`src/pcmrms_pkg.sv`:
```
package pcmrms_pkg;

	localparam int SUM_W      = 42;
	localparam int SQCNT_W    = 12;
	localparam int LVL_W      = 16;
	localparam int QUO_W      = 31;
	localparam int ROOT_W     = 32;
	localparam int STEP_W     = 6;
	localparam int DIV_STEPS  = 42;
	localparam int SQRT_STEPS = 16;

	localparam logic [SQCNT_W-1:0] SQCNT_MAX  = 12'd4095;
	localparam logic [LVL_W-1:0]   FULL_SCALE = 16'd32768;

	localparam logic [1:0] SB_WIDE = 2'd3;

	localparam logic [1:0] CFG_SAMPLE_BYTES  = 2'd0;
	localparam logic [1:0] CFG_CHANNEL_COUNT = 2'd1;

	localparam logic KIND_SAMPLE = 1'b0;
	localparam logic KIND_LEVEL  = 1'b1;

	typedef struct packed {
		logic               start;
		logic [SUM_W-1:0]   sum;
		logic [SQCNT_W-1:0] count;
	} lvl_req_t;

	typedef struct packed {
		logic             done;
		logic [LVL_W-1:0] level;
	} lvl_rsp_t;

endpackage

```
`src/pcmrms_lvl_calc.sv`:
```
module pcmrms_lvl_calc (
	input  logic                 clk,
	input  logic                 arst_n,
	input  pcmrms_pkg::lvl_req_t req,
	output pcmrms_pkg::lvl_rsp_t rsp
);
	import pcmrms_pkg::*;

	typedef enum logic [1:0] {
		C_IDLE,
		C_DIV,
		C_SQRT
	} calc_state_t;

	calc_state_t        state_q;
	logic [SUM_W-1:0]   num_q;
	logic [SQCNT_W-1:0] den_q;
	logic [SQCNT_W-1:0] rem_q;
	logic [STEP_W-1:0]  step_q;
	logic [ROOT_W-1:0]  v_q;
	logic [ROOT_W-1:0]  res_q;
	logic [ROOT_W-1:0]  bit_q;
	logic               done_q;
	logic [LVL_W-1:0]   level_q;

	logic [SQCNT_W:0]   rem_sh;
	logic               q_bit;
	logic [SQCNT_W-1:0] rem_nxt;
	logic [SUM_W-1:0]   num_nxt;
	logic [ROOT_W-1:0]  trial;
	logic [ROOT_W-1:0]  v_nxt;
	logic [ROOT_W-1:0]  res_nxt;

	// one quotient bit per cycle
	always_comb begin
		rem_sh  = {rem_q, num_q[SUM_W-1]};
		q_bit   = (rem_sh >= {1'b0, den_q});
		rem_nxt = q_bit ? SQCNT_W'(rem_sh - {1'b0, den_q}) : rem_sh[SQCNT_W-1:0];
		num_nxt = {num_q[SUM_W-2:0], q_bit};
	end

	// one root bit per cycle
	always_comb begin
		trial = res_q + bit_q;
		if (v_q >= trial) begin
			v_nxt   = v_q - trial;
			res_nxt = (res_q >> 1) + bit_q;
		end else begin
			v_nxt   = v_q;
			res_nxt = res_q >> 1;
		end
	end

	always_ff @(posedge clk or negedge arst_n) begin
		if (!arst_n) begin
			state_q <= C_IDLE;
			num_q   <= '0;
			den_q   <= '0;
			rem_q   <= '0;
			step_q  <= '0;
			v_q     <= '0;
			res_q   <= '0;
			bit_q   <= '0;
			done_q  <= 1'b0;
			level_q <= '0;
		end else begin
			done_q <= 1'b0;
			unique case (state_q)
				C_IDLE: begin
					if (req.start) begin
						num_q   <= req.sum;
						den_q   <= req.count;
						rem_q   <= '0;
						step_q  <= STEP_W'(DIV_STEPS - 1);
						state_q <= C_DIV;
					end
				end
				C_DIV: begin
					num_q <= num_nxt;
					rem_q <= rem_nxt;
					if (step_q == '0) begin
						v_q     <= ROOT_W'(num_nxt[QUO_W-1:0]);
						res_q   <= '0;
						bit_q   <= ROOT_W'(1) << (2 * SQRT_STEPS - 2);
						step_q  <= STEP_W'(SQRT_STEPS - 1);
						state_q <= C_SQRT;
					end else begin
						step_q <= step_q - 1'b1;
					end
				end
				C_SQRT: begin
					v_q   <= v_nxt;
					res_q <= res_nxt;
					bit_q <= bit_q >> 2;
					if (step_q == '0) begin
						level_q <= (res_nxt > ROOT_W'(FULL_SCALE)) ? FULL_SCALE
							: res_nxt[LVL_W-1:0];
						done_q  <= 1'b1;
						state_q <= C_IDLE;
					end else begin
						step_q <= step_q - 1'b1;
					end
				end
				default: state_q <= C_IDLE;
			endcase
		end
	end

	always_comb begin
		rsp.done  = done_q;
		rsp.level = level_q;
	end

endmodule

```
`src/pcm_channel_rms_meter.sv`:
```
// channel   direction  handshake              payload
// sample    in         sample_valid/stall     sample_raw, packet_end
// result    out        result_valid/stall     kind, pcm_sample, channel, level, last
// cfg       in         cfg_valid/cfg_ready    cfg_index, cfg_data
//
// a sample is accepted with a memory read, then added and written back
// at packet end each active channel with samples goes through memory read,
// 42-step divider, 16-step root and result send; a silent channel skips the divider and root
// reset clears the per-channel valid bits at once; no clearing pass
// a stalled result holds the block in its send step; one result register
module pcm_channel_rms_meter #(
	parameter int MAX_CHANNELS = 8
) (
	input  logic               clk,
	input  logic               arst_n,
	input  logic               sample_valid,
	output logic               sample_stall,
	input  logic [23:0]        sample_raw,
	input  logic               packet_end,
	output logic               result_valid,
	input  logic               result_stall,
	output logic               kind,
	output logic signed [15:0] pcm_sample,
	output logic [2:0]         channel,
	output logic [15:0]        level,
	output logic               last,
	input  logic               cfg_valid,
	output logic               cfg_ready,
	input  logic [1:0]         cfg_index,
	input  logic [3:0]         cfg_data
);
	import pcmrms_pkg::*;

	localparam int CH_W  = (MAX_CHANNELS > 1) ? $clog2(MAX_CHANNELS) : 1;
	localparam int NCH_W = $clog2(MAX_CHANNELS + 1);
	localparam int ACC_W = SUM_W + SQCNT_W;

	typedef enum logic [2:0] {
		ST_IDLE,
		ST_ACC,
		ST_SSEND,
		ST_LRD,
		ST_LWAIT,
		ST_LCALC,
		ST_LSEND
	} state_t;

	state_t state_q;

	logic [1:0] sample_bytes_q;
	logic [3:0] channel_count_q;
	logic [CH_W-1:0] chan_pos_q;
	logic [CH_W-1:0] c_q;
	logic [MAX_CHANNELS-1:0] sum_vld_q;
	logic [MAX_CHANNELS-1:0] lvl_vld_q;
	logic acc_rd_vld_q;
	logic lvl_rd_vld_q;
	logic [LVL_W-1:0] lvl_val_q;

	logic [ACC_W-1:0] acc_mem [MAX_CHANNELS];
	logic [LVL_W-1:0] lvl_mem [MAX_CHANNELS];
	logic [ACC_W-1:0] acc_rd_q;
	logic [LVL_W-1:0] lvl_rd_q;

	logic [15:0]     pcm_s1;
	logic [31:0]     sq_s1;
	logic            end_s1;
	logic [CH_W-1:0] ch_s1;

	logic            result_valid_q;
	logic            kind_q;
	logic [15:0]     pcm_q;
	logic [2:0]      channel_q;
	logic [LVL_W-1:0] level_q;
	logic            last_q;

	logic [4:0]       n_raw;
	logic [NCH_W-1:0] n_act;
	logic [CH_W-1:0]  ch_sel;
	logic [NCH_W-1:0] ch_inc;
	logic [CH_W-1:0]  pos_nxt;
	logic             accept;
	logic [15:0]      pcm_in;
	logic signed [15:0] sv;
	logic signed [31:0] sq_full;

	logic               rd_en;
	logic [CH_W-1:0]    rd_addr;
	logic [SUM_W-1:0]   sum_old;
	logic [SQCNT_W-1:0] cnt_old;
	logic               acc_we;
	logic [ACC_W-1:0]   acc_wdata;
	logic               lvl_we;
	logic               has_data;
	logic               lvl_last;

	logic             out_free;
	logic             out_load;
	logic             ld_kind;
	logic [15:0]      ld_pcm;
	logic [2:0]       ld_ch;
	logic [LVL_W-1:0] ld_lvl;
	logic             ld_last;

	lvl_req_t lvl_req;
	lvl_rsp_t lvl_rsp;

	assign sample_stall = (state_q != ST_IDLE);
	assign accept       = sample_valid && !sample_stall;
	assign cfg_ready    = 1'b1;

	// active channel count and channel of the incoming sample
	always_comb begin
		n_raw = (channel_count_q == 4'd0) ? 5'd2 : {1'b0, channel_count_q};
		if (n_raw > 5'(MAX_CHANNELS))
			n_raw = 5'(MAX_CHANNELS);
		n_act   = NCH_W'(n_raw);
		ch_sel  = (NCH_W'(chan_pos_q) < n_act) ? chan_pos_q : '0;
		ch_inc  = NCH_W'(ch_s1) + 1'b1;
		pos_nxt = (ch_inc >= n_act) ? '0 : CH_W'(ch_inc);
	end

	always_comb begin
		pcm_in  = (sample_bytes_q == SB_WIDE) ? sample_raw[23:8] : sample_raw[15:0];
		sv      = signed'(pcm_in);
		sq_full = sv * sv;
	end

	// read-modify-write of the channel accumulator
	always_comb begin
		rd_en     = accept || (state_q == ST_LRD);
		rd_addr   = (state_q == ST_LRD) ? c_q : ch_sel;
		sum_old   = acc_rd_vld_q ? acc_rd_q[ACC_W-1:SQCNT_W] : '0;
		cnt_old   = acc_rd_vld_q ? acc_rd_q[SQCNT_W-1:0] : '0;
		acc_we    = (state_q == ST_ACC) && (cnt_old < SQCNT_MAX);
		acc_wdata = {SUM_W'(sum_old + SUM_W'(sq_s1)), SQCNT_W'(cnt_old + 1'b1)};
		has_data  = acc_rd_vld_q && (acc_rd_q[SQCNT_W-1:0] != '0);
		lvl_we    = (state_q == ST_LCALC) && lvl_rsp.done;
		lvl_last  = (NCH_W'(c_q) + 1'b1) == n_act;
	end

	always_comb begin
		lvl_req.start = (state_q == ST_LWAIT) && has_data;
		lvl_req.sum   = acc_rd_q[ACC_W-1:SQCNT_W];
		lvl_req.count = acc_rd_q[SQCNT_W-1:0];
	end

	pcmrms_lvl_calc u_calc (
		.clk    (clk),
		.arst_n (arst_n),
		.req    (lvl_req),
		.rsp    (lvl_rsp)
	);

	// result register loading
	always_comb begin
		out_free = !result_valid_q || !result_stall;
		ld_kind  = KIND_SAMPLE;
		ld_pcm   = pcm_s1;
		ld_ch    = 3'(ch_s1);
		ld_lvl   = '0;
		ld_last  = !end_s1;
		out_load = 1'b0;
		unique case (state_q)
			ST_ACC, ST_SSEND: out_load = out_free;
			ST_LSEND: begin
				out_load = out_free;
				ld_kind  = KIND_LEVEL;
				ld_pcm   = '0;
				ld_ch    = 3'(c_q);
				ld_lvl   = lvl_val_q;
				ld_last  = lvl_last;
			end
			default: out_load = 1'b0;
		endcase
	end

	always_ff @(posedge clk) begin
		if (acc_we)
			acc_mem[ch_s1] <= acc_wdata;
		if (rd_en)
			acc_rd_q <= acc_mem[rd_addr];
		if (lvl_we)
			lvl_mem[c_q] <= lvl_rsp.level;
		if (rd_en)
			lvl_rd_q <= lvl_mem[rd_addr];
	end

	always_ff @(posedge clk or negedge arst_n) begin
		if (!arst_n) begin
			state_q         <= ST_IDLE;
			sample_bytes_q  <= 2'd2;
			channel_count_q <= 4'd2;
			chan_pos_q      <= '0;
			c_q             <= '0;
			sum_vld_q       <= '0;
			lvl_vld_q       <= '0;
			acc_rd_vld_q    <= 1'b0;
			lvl_rd_vld_q    <= 1'b0;
			lvl_val_q       <= '0;
			pcm_s1          <= '0;
			sq_s1           <= '0;
			end_s1          <= 1'b0;
			ch_s1           <= '0;
			result_valid_q  <= 1'b0;
			kind_q          <= KIND_SAMPLE;
			pcm_q           <= '0;
			channel_q       <= '0;
			level_q         <= '0;
			last_q          <= 1'b0;
		end else begin
			if (cfg_valid && cfg_ready) begin
				unique case (cfg_index)
					CFG_SAMPLE_BYTES:  sample_bytes_q  <= cfg_data[1:0];
					CFG_CHANNEL_COUNT: channel_count_q <= cfg_data;
					default: ;
				endcase
			end

			if (rd_en) begin
				acc_rd_vld_q <= sum_vld_q[rd_addr];
				lvl_rd_vld_q <= lvl_vld_q[rd_addr];
			end

			if (out_load) begin
				result_valid_q <= 1'b1;
				kind_q         <= ld_kind;
				pcm_q          <= ld_pcm;
				channel_q      <= ld_ch;
				level_q        <= ld_lvl;
				last_q         <= ld_last;
			end else if (!result_stall) begin
				result_valid_q <= 1'b0;
			end

			unique case (state_q)
				ST_IDLE: begin
					if (accept) begin
						pcm_s1  <= pcm_in;
						sq_s1   <= unsigned'(sq_full);
						end_s1  <= packet_end;
						ch_s1   <= ch_sel;
						state_q <= ST_ACC;
					end
				end
				ST_ACC, ST_SSEND: begin
					if (state_q == ST_ACC) begin
						if (acc_we)
							sum_vld_q[ch_s1] <= 1'b1;
						chan_pos_q <= end_s1 ? '0 : pos_nxt;
					end
					if (out_load) begin
						c_q     <= '0;
						state_q <= end_s1 ? ST_LRD : ST_IDLE;
					end else begin
						state_q <= ST_SSEND;
					end
				end
				ST_LRD: state_q <= ST_LWAIT;
				ST_LWAIT: begin
					if (has_data) begin
						state_q <= ST_LCALC;
					end else begin
						lvl_val_q <= lvl_rd_vld_q ? lvl_rd_q : '0;
						state_q   <= ST_LSEND;
					end
				end
				ST_LCALC: begin
					if (lvl_rsp.done) begin
						lvl_val_q      <= lvl_rsp.level;
						lvl_vld_q[c_q] <= 1'b1;
						state_q        <= ST_LSEND;
					end
				end
				ST_LSEND: begin
					if (out_load) begin
						if (lvl_last) begin
							sum_vld_q  <= '0;
							chan_pos_q <= '0;
							state_q    <= ST_IDLE;
						end else begin
							c_q     <= c_q + 1'b1;
							state_q <= ST_LRD;
						end
					end
				end
				default: state_q <= ST_IDLE;
			endcase
		end
	end

	assign result_valid = result_valid_q;
	assign kind         = kind_q;
	assign pcm_sample   = signed'(pcm_q);
	assign channel      = channel_q;
	assign level        = level_q;
	assign last         = last_q;

`ifndef NO_ASSERTIONS
	a_accept_to_acc: assert property (@(posedge clk) disable iff (!arst_n)
		accept |=> (state_q == ST_ACC))
		else $error("accepted item did not reach accumulate step");

	a_level_cap: assert property (@(posedge clk) disable iff (!arst_n)
		(result_valid && kind == KIND_LEVEL) |-> (level <= FULL_SCALE))
		else $error("level above full scale");

	a_packet_clear: assert property (@(posedge clk) disable iff (!arst_n)
		(state_q == ST_LSEND && out_load && lvl_last)
			|=> (sum_vld_q == '0 && state_q == ST_IDLE && chan_pos_q == '0))
		else $error("accumulators not cleared at packet end");

	a_calc_start: assert property (@(posedge clk) disable iff (!arst_n)
		lvl_req.start |=> (state_q == ST_LCALC && !lvl_rsp.done))
		else $error("level calculation start out of sequence");
`endif

endmodule

```
`config.mk`:
```
export PLATFORM = sky130hd
export DESIGN_NAME = pcm_channel_rms_meter
export DESIGN_NICKNAME = d
export VERILOG_FILES = /design/src/pcmrms_pkg.sv /design/src/pcmrms_lvl_calc.sv /design/src/pcm_channel_rms_meter.sv
export SDC_FILE = /design/constraint.sdc
export NUM_CORES = 2
export LEC_CHECK = 0
export ABC_AREA = 1
export BUFFER_PORTS_ARGS = -buffer_cell sky130_fd_sc_hd__buf_4
export CAP_MARGIN = 40
export CORE_MARGIN = 2
export CORE_UTILIZATION = 60
export CTS_BUF_LIST = sky130_fd_sc_hd__clkbuf_2
export CTS_CLUSTER_SIZE = 16
export DETAILED_ROUTE_END_ITERATION = 12
export HOLD_SLACK_MARGIN = 0.06
export PLACE_DENSITY_LB_ADDON = 0.05
export SLEW_MARGIN = 20
export SYNTH_ARGS = -nofsm -noshare
export SYNTH_HDL_FRONTEND = slang
export SYNTH_SLANG_ARGS = --single-unit
```
`constraint.sdc`:
```
create_clock -name clk -period 7.07 [get_ports clk]
set_input_delay 1.414 -clock clk [delete_from_list [all_inputs] [get_ports clk]]
set_output_delay 1.414 -clock clk [all_outputs]
set_load 0.005 [all_outputs]
```
=== Word level (Yosys, flattened, before mapping) ===
Memory sizes are Yosys's and may differ from the RTL's. A register that Yosys moved wholly into a read port is not among the register bits.
Index checks and enable logic that the tools add are counted.
Widths: inputs -> output; s select.

* RAM bits: 560
* Logic and storage cells: 204
* Memories kept: 2
* Output and inout port bits: 40
* Bits in registers: 326
* Input bits: 36

{| class="wikitable"
|+ Memories
! memory !! words !! bits a word !! rd ports !! clocked after Yosys merged registers in !! write ports !! RTL line !! text
|-
| acc_mem || 8 || 54 || 1 || 1 || 1 || pcm_channel_rms_meter.sv:60 || <nowiki>logic [ACC_W-1:0] acc_mem [MAX_CHANNELS];</nowiki>
|-
| lvl_mem || 8 || 16 || 1 || 1 || 1 || pcm_channel_rms_meter.sv:61 || <nowiki>logic [LVL_W-1:0] lvl_mem [MAX_CHANNELS];</nowiki>
|}

* Multiply operators: 1
* Bitwise gates (word level): 2
* Mux-type cells: 78
* Reductions and logical operators: 43
* $add $sub $neg: 10
* Equality and inequality tests: 26
* Order comparisons: 12

{| class="wikitable"
|+ Operator list
! cell !! number
|-
| $pmux 32 s2 || 3
|-
| $mux 32 || 5
|-
| $mux 16 || 7
|-
| $mux 42 || 2
|-
| $pmux 42 s2 || 1
|-
| $add 42x32->42 || 1
|-
| $mux 3 || 14
|-
| $mux 12 || 3
|-
| $add 31x32->32 || 1
|-
| $add 32x32->32 || 1
|-
| $ge 32x32->1 || 1
|-
| $gt 32x16->1 const B || 1
|-
| $mul 16x16->32 || 1
|-
| $mux 8 || 4
|-
| $pmux 16 s2 || 1
|-
| $sub 32x32->32 || 1
|-
| $pmux 12 s2 || 1
|-
| $ne 2x2->1 const B || 10
|-
| $mux 6 || 3
|-
| $pmux 3 s6 || 1
|-
| $pmux 6 s3 || 1
|-
| $or 8x8->8 || 2
|-
| $pmux 8 s2 || 1
|-
| $reduce_and 2->1 || 8
|-
| other kinds (41) || 98
|}

=== Logic depth before layout (Yosys ltp) ===
* Word-level depth: 9
* Gate-level depth with buffers: 36
* Mapped depth without buffers: 34

=== Cells and area by module ===
From an unflattened synthesis, not the netlist that was laid out.

* Cell total of the unflattened synthesis: 6,242
* Area total of the unflattened synthesis: 56,251.4 µm²

{| class="wikitable"
|+ By module, submodules not included
! module !! seq. area each (µm²) !! cells an instance !! instances !! area an instance (µm²)
|-
| pcm_channel_rms_meter || 22,348.9 || 4,363 || 1 || 43,113.8
|-
| pcmrms_lvl_calc || 4,279.1 || 1,879 || 1 || 13,137.6
|}

=== Worst setup path after synthesis ===
OpenSTA, ideal clock, no wires.

* Path kind: input -> register
* From: in sample_raw[9]
* To: reg sq_s1[31]
* Setup slack: -0.157 ns
* Stages on the path: 25
* Library setup time: 0.118 ns
* Data required time: 6.952 ns
* Path buffers: 1
* Data arrival time: 7.110 ns
* Cell sequence: inv_1 -> o21ai_0 -> inv_1 -> clkbuf_1 -> nor2_1 -> fa_1 -> fa_1 -> inv_1 -> fa_1 -> inv_1 -> fa_1 -> inv_1 -> fa_1 -> fa_1 -> inv_1 -> ha_1 -> inv_1 -> nor3_1 -> nand2_1 -> inv_1 -> a221oi_1 -> nand2_1 -> or2_2 -> nand3_1 -> nand2_1

* Word-level cells in the longest chain between the ends: 2

{| class="wikitable"
|+ RTL lines
! element !! RTL line !! text
|-
| start, declared || pcm_channel_rms_meter.sv:18 || <nowiki>input logic [23:0] sample_raw,</nowiki>
|-
| $mux 16 || pcm_channel_rms_meter.sv:124 || <nowiki>pcm_in = (sample_bytes_q == SB_WIDE) ? sample_raw[23:8] : sample_raw[15:0];</nowiki>
|-
| $mul 16x16->32 || pcm_channel_rms_meter.sv:126 || <nowiki>sq_full = sv * sv;</nowiki>
|-
| end signal, assigned || pcm_channel_rms_meter.sv:240 || <nowiki>sq_s1 <= unsigned'(sq_full);</nowiki>
|-
| end, declared || pcm_channel_rms_meter.sv:66 || <nowiki>logic [31:0] sq_s1;</nowiki>
|}

Every way passes these cells.
A chain may end at the register's enable or synchronous reset.

=== Worst setup path after layout ===
* From: reg sample_bytes_q[1]
* To: reg sq_s1[27]

* Word-level cells in the longest chain between the ends: 3

{| class="wikitable"
|+ RTL lines
! element !! RTL line !! text
|-
| start, declared || pcm_channel_rms_meter.sv:50 || <nowiki>logic [1:0] sample_bytes_q;</nowiki>
|-
| start signal, assigned || pcm_channel_rms_meter.sv:214 || <nowiki>CFG_SAMPLE_BYTES: sample_bytes_q <= cfg_data[1:0];</nowiki>
|-
| $eq 2x2->1 || pcm_channel_rms_meter.sv:124 ||
|-
| $mux 16 || pcm_channel_rms_meter.sv:124 ||
|-
| $mul 16x16->32 || pcm_channel_rms_meter.sv:126 ||
|}

Every way passes these cells.

==> flow_summary.ini <==
[place]
portBuffers = 74
dp.cells = 7243
dpl_cell_area_sq_um = 58120
dp_hpwl_um = 96790
preCtsSetupSlack_ns = -0.2106
place_congestion = 0.9413

[hold_path]
min_from = cfg_index[0]
min_to = sample_bytes_q[1]
hold_path_depth = 4
hold_path_class = in2reg

[drt]
firstDrtPassIters = 6
vias = 42250
ant_nets = 0
wire_per_inst_um = 18.20
drtIter0Drc = 3615
drcViolationCount = 0
wl_um = 139900
avgViaCountPerCell = 5.498

[synth]
syn_area_sq_um = 54600
synthTopCellsByArea = edfxtp_1 (35%), dfrtp_1 (14%), fa_1 (8.8%)
yosysSeqAreaShare = 0.4876
synth_compound_area_frac = 0.1131
synth_edf_count = 630
syn_nets = 6443
synthMuxAreaShare = 0.0004124
synth_flop_cell = edfxtp_1
synthAdderAreaFrac = 0.1351
synth-simple-area-share = 0.1685
synth_top_family_by_area = simple AND/OR/NAND/NOR gates
ys_types = 58
synth_top_area_frac = 0.3465
syn_area_per_cell_sq_um = 9.159
yosys.area_share.xor_xnor = 0.02246
yosys_warnings = 0
yosys.area.top_type = edfxtp_1
synth-seq-cells = 938
synthArstFlopShare = 0.3284
postSynthCellCount = 5962
yosysMostFrequentCell = nand2_1
synth_commonest_cells = nand2_1 (1015), nor2_1 (876), inv_1 (801)

[clock_tree]
clkSinkCount = 938
h-tree-depth = 4
cts_buffer_depth = 3
clkLatencyLatePin_ns = 1.57
cts_tree = built
cts_made_buffers = 230
path_clk_slew_ns = 0.10
cts_root_buf = clkbuf_2

[critical_path]
slowest_delay_ns = 0.54
critPathKind = reg2reg
worstSetupStartpointType = register
path_max_fanout = 32
crit_arrival_ns = 8.01
rrSetupSlack_ns = 0.45
crit_top_cell = fa_1
reg2reg_depth = 27
worstReg2RegEnd = sq_s1[27]
crit_slowest_cell = dfstp_2
crit_start = sample_bytes_q[1]
crit_family = adder cells
critPathBufInv = 9
critPathRequiredTime_ns = 8.46
r2r_start = sample_bytes_q[1]
crit_path_end_kind = register

[timing]
hold_viol = 0
slew_headroom = 0.3419
setup_ws_ns = 0.4519
setup_viol = 0
setup_tns_ns = 0
clock_skew_ns = 0.09952
post-route-period-util = 0.9361
fmax_mhz = 151.1
rsz0062_at_grt = false
fin_crit_ns = 6.618
slew_viol_final = 0
worst_pin_slew_ns = 0.9872
hold_ws_ns = 0.2798

[flow_run]
max-cap-violations = 0

[floorplan]
ios = 76
row_count = 110
die_w_um = 305.7
die_h_um = 305.7
die-area_sq_um = 93440
core-area_sq_um = 90150
initial_core_util = 0.6057

[grt]
grt_max_degree = 125
use_met1 = 0.4160
antenna_found_initial = 4
grt.busiest_layer = met2
grt_util_met2 = 0.5056
grt_pass1_vias = 41850
overflow = 0
grt_pass1_wl_um = 223600
grt_use_total = 0.3059
met3_usage = 0.04735

[cells_and_area]
layout-drive-gt1-share = 0.1227
layout.cells.non_filler = 7685
post-route-util = 0.6714
num-fill-cells = 7399
finalInstanceArea_sq_um = 60530
finalNetCount = 6792
area_delta_synth_final_pct = 10.85

[power_and_ir_drop]
power_mw = 32.84
power_density_nw_per_um2 = 542.5
p_leak_nw = 25.44
ir_drop_uv = 1624

[outcome]
status = completed
-- worst max path at each step --
stage	endpoint	slack (ns)	cells after the start
6_report	sq_s1[27]	0.45	27
3_3_place_gp	sq_s1[25]	-0.18	27
4_1_cts	sq_s1[23]	0.40	27
3_5_place_dp	sq_s1[23]	-0.21	27
2_1_floorplan	sq_s1[31]	-0.01	25
5_1_grt	sq_s1[23]	0.03	28
-- state kept, by name, summed over array words and instances (netlist names), 16 cells and up --
signal,cells
acc_mem,432
acc_rd_q,54
level,16
lvl_mem,128
lvl_rd_q,16
lvl_val_q,16
pcm_s1,16
pcm_sample,16
sq_s1,30
u_calc.bit_q,16
u_calc.level_q,16
u_calc.num_q,42
u_calc.res_q,32
u_calc.v_q,32
-- routing by layer --
| layer | wire length (um) | part of all wire | vias up |
|---|---|---|---|
| li1 | - | - | 20500 |
| met1 | 60410 | 0.43 | 20260 |
| met2 | 67360 | 0.48 | 1237 |
| met3 | 8048 | 0.058 | 245 |
| met4 | 4054 | 0.029 | 4 |
| met5 | 17 | 0.00012 | - |
-- where the power goes --
| group | switching, mW | internal (mW) |
|---|---|---|
| Combinational | 12.0 | 11.4 |
| Clock | 2.23 | 1.48 |
| Sequential | 0.00384 | 5.81 |
-- tightest hold or removal path: cells and delay by family --
kind | cells | cell delay [ns]
and+or+nand+nor | 2 | 0.16
AOI/OAI and AO/OA | 1 | 0.10
buffers and inverters | 1 | 0.08
-- cells by family (layout without fill, tap and decap cells) --
| kind of cell | after synthesis | count (layout) |
|---|---|---|
| AND/OR/NAND/NOR | 2282 | 2282 |
| AO/OA/AOI/OAI | 1117 | 1117 |
| buffers and inverters | 1037 | 1579 |
| flip-flops | 938 | 938 |
| adder cells (fa/ha/maj) | 445 | 445 |
| XOR/XNOR | 140 | 140 |
| multiplexers | 2 | 2 |
| other | 1 | 6 |
-- cell usage in the layout, fill, tap and decap left out, drive strengths merged, types with 20 or more instances in the layout --
master	n
clkinv	53
o21ai	659
or2	23
o21bai	20
inv	816
xor2	88
a31oi	68
o21a	75
xnor2	52
a21oi	179
clkbuf	366
dfrtp	306
fa	241
buf	333
nand2	1018
nor2	880
nand3	260
nor3	40
nand4	27
o22ai	60
ha	204
edfxtp	630
-- area by class of cell --
type | instances | area, sq um | share of cell area
diodes | 5 | 12.51 | 0.0002067
clock buffers | 366 | 1832 | 0.03026
clock inverters | 59 | 365.4 | 0.006036
inverters | 815 | 3074 | 0.05079
multi-input cells | 3987 | 24150 | 0.3990
flip-flops and latches | 938 | 26630 | 0.4399
well taps | 1176 | 1471 | 0.02431
repair buffers | 339 | 2993 | 0.04945
-- what timing repair did --
| item | 4_1_cts | 5_1_grt |
|---|---|---|
| hold endpoints to repair | 114 | 0 |
| hold buffers | 6 | 0 |
| resized for setup | 0 | 5 |
| setup endpoints to repair | 0 | 10 |
| buffers inserted | 0 | 0 |
(Power assumes the default switching activity.)
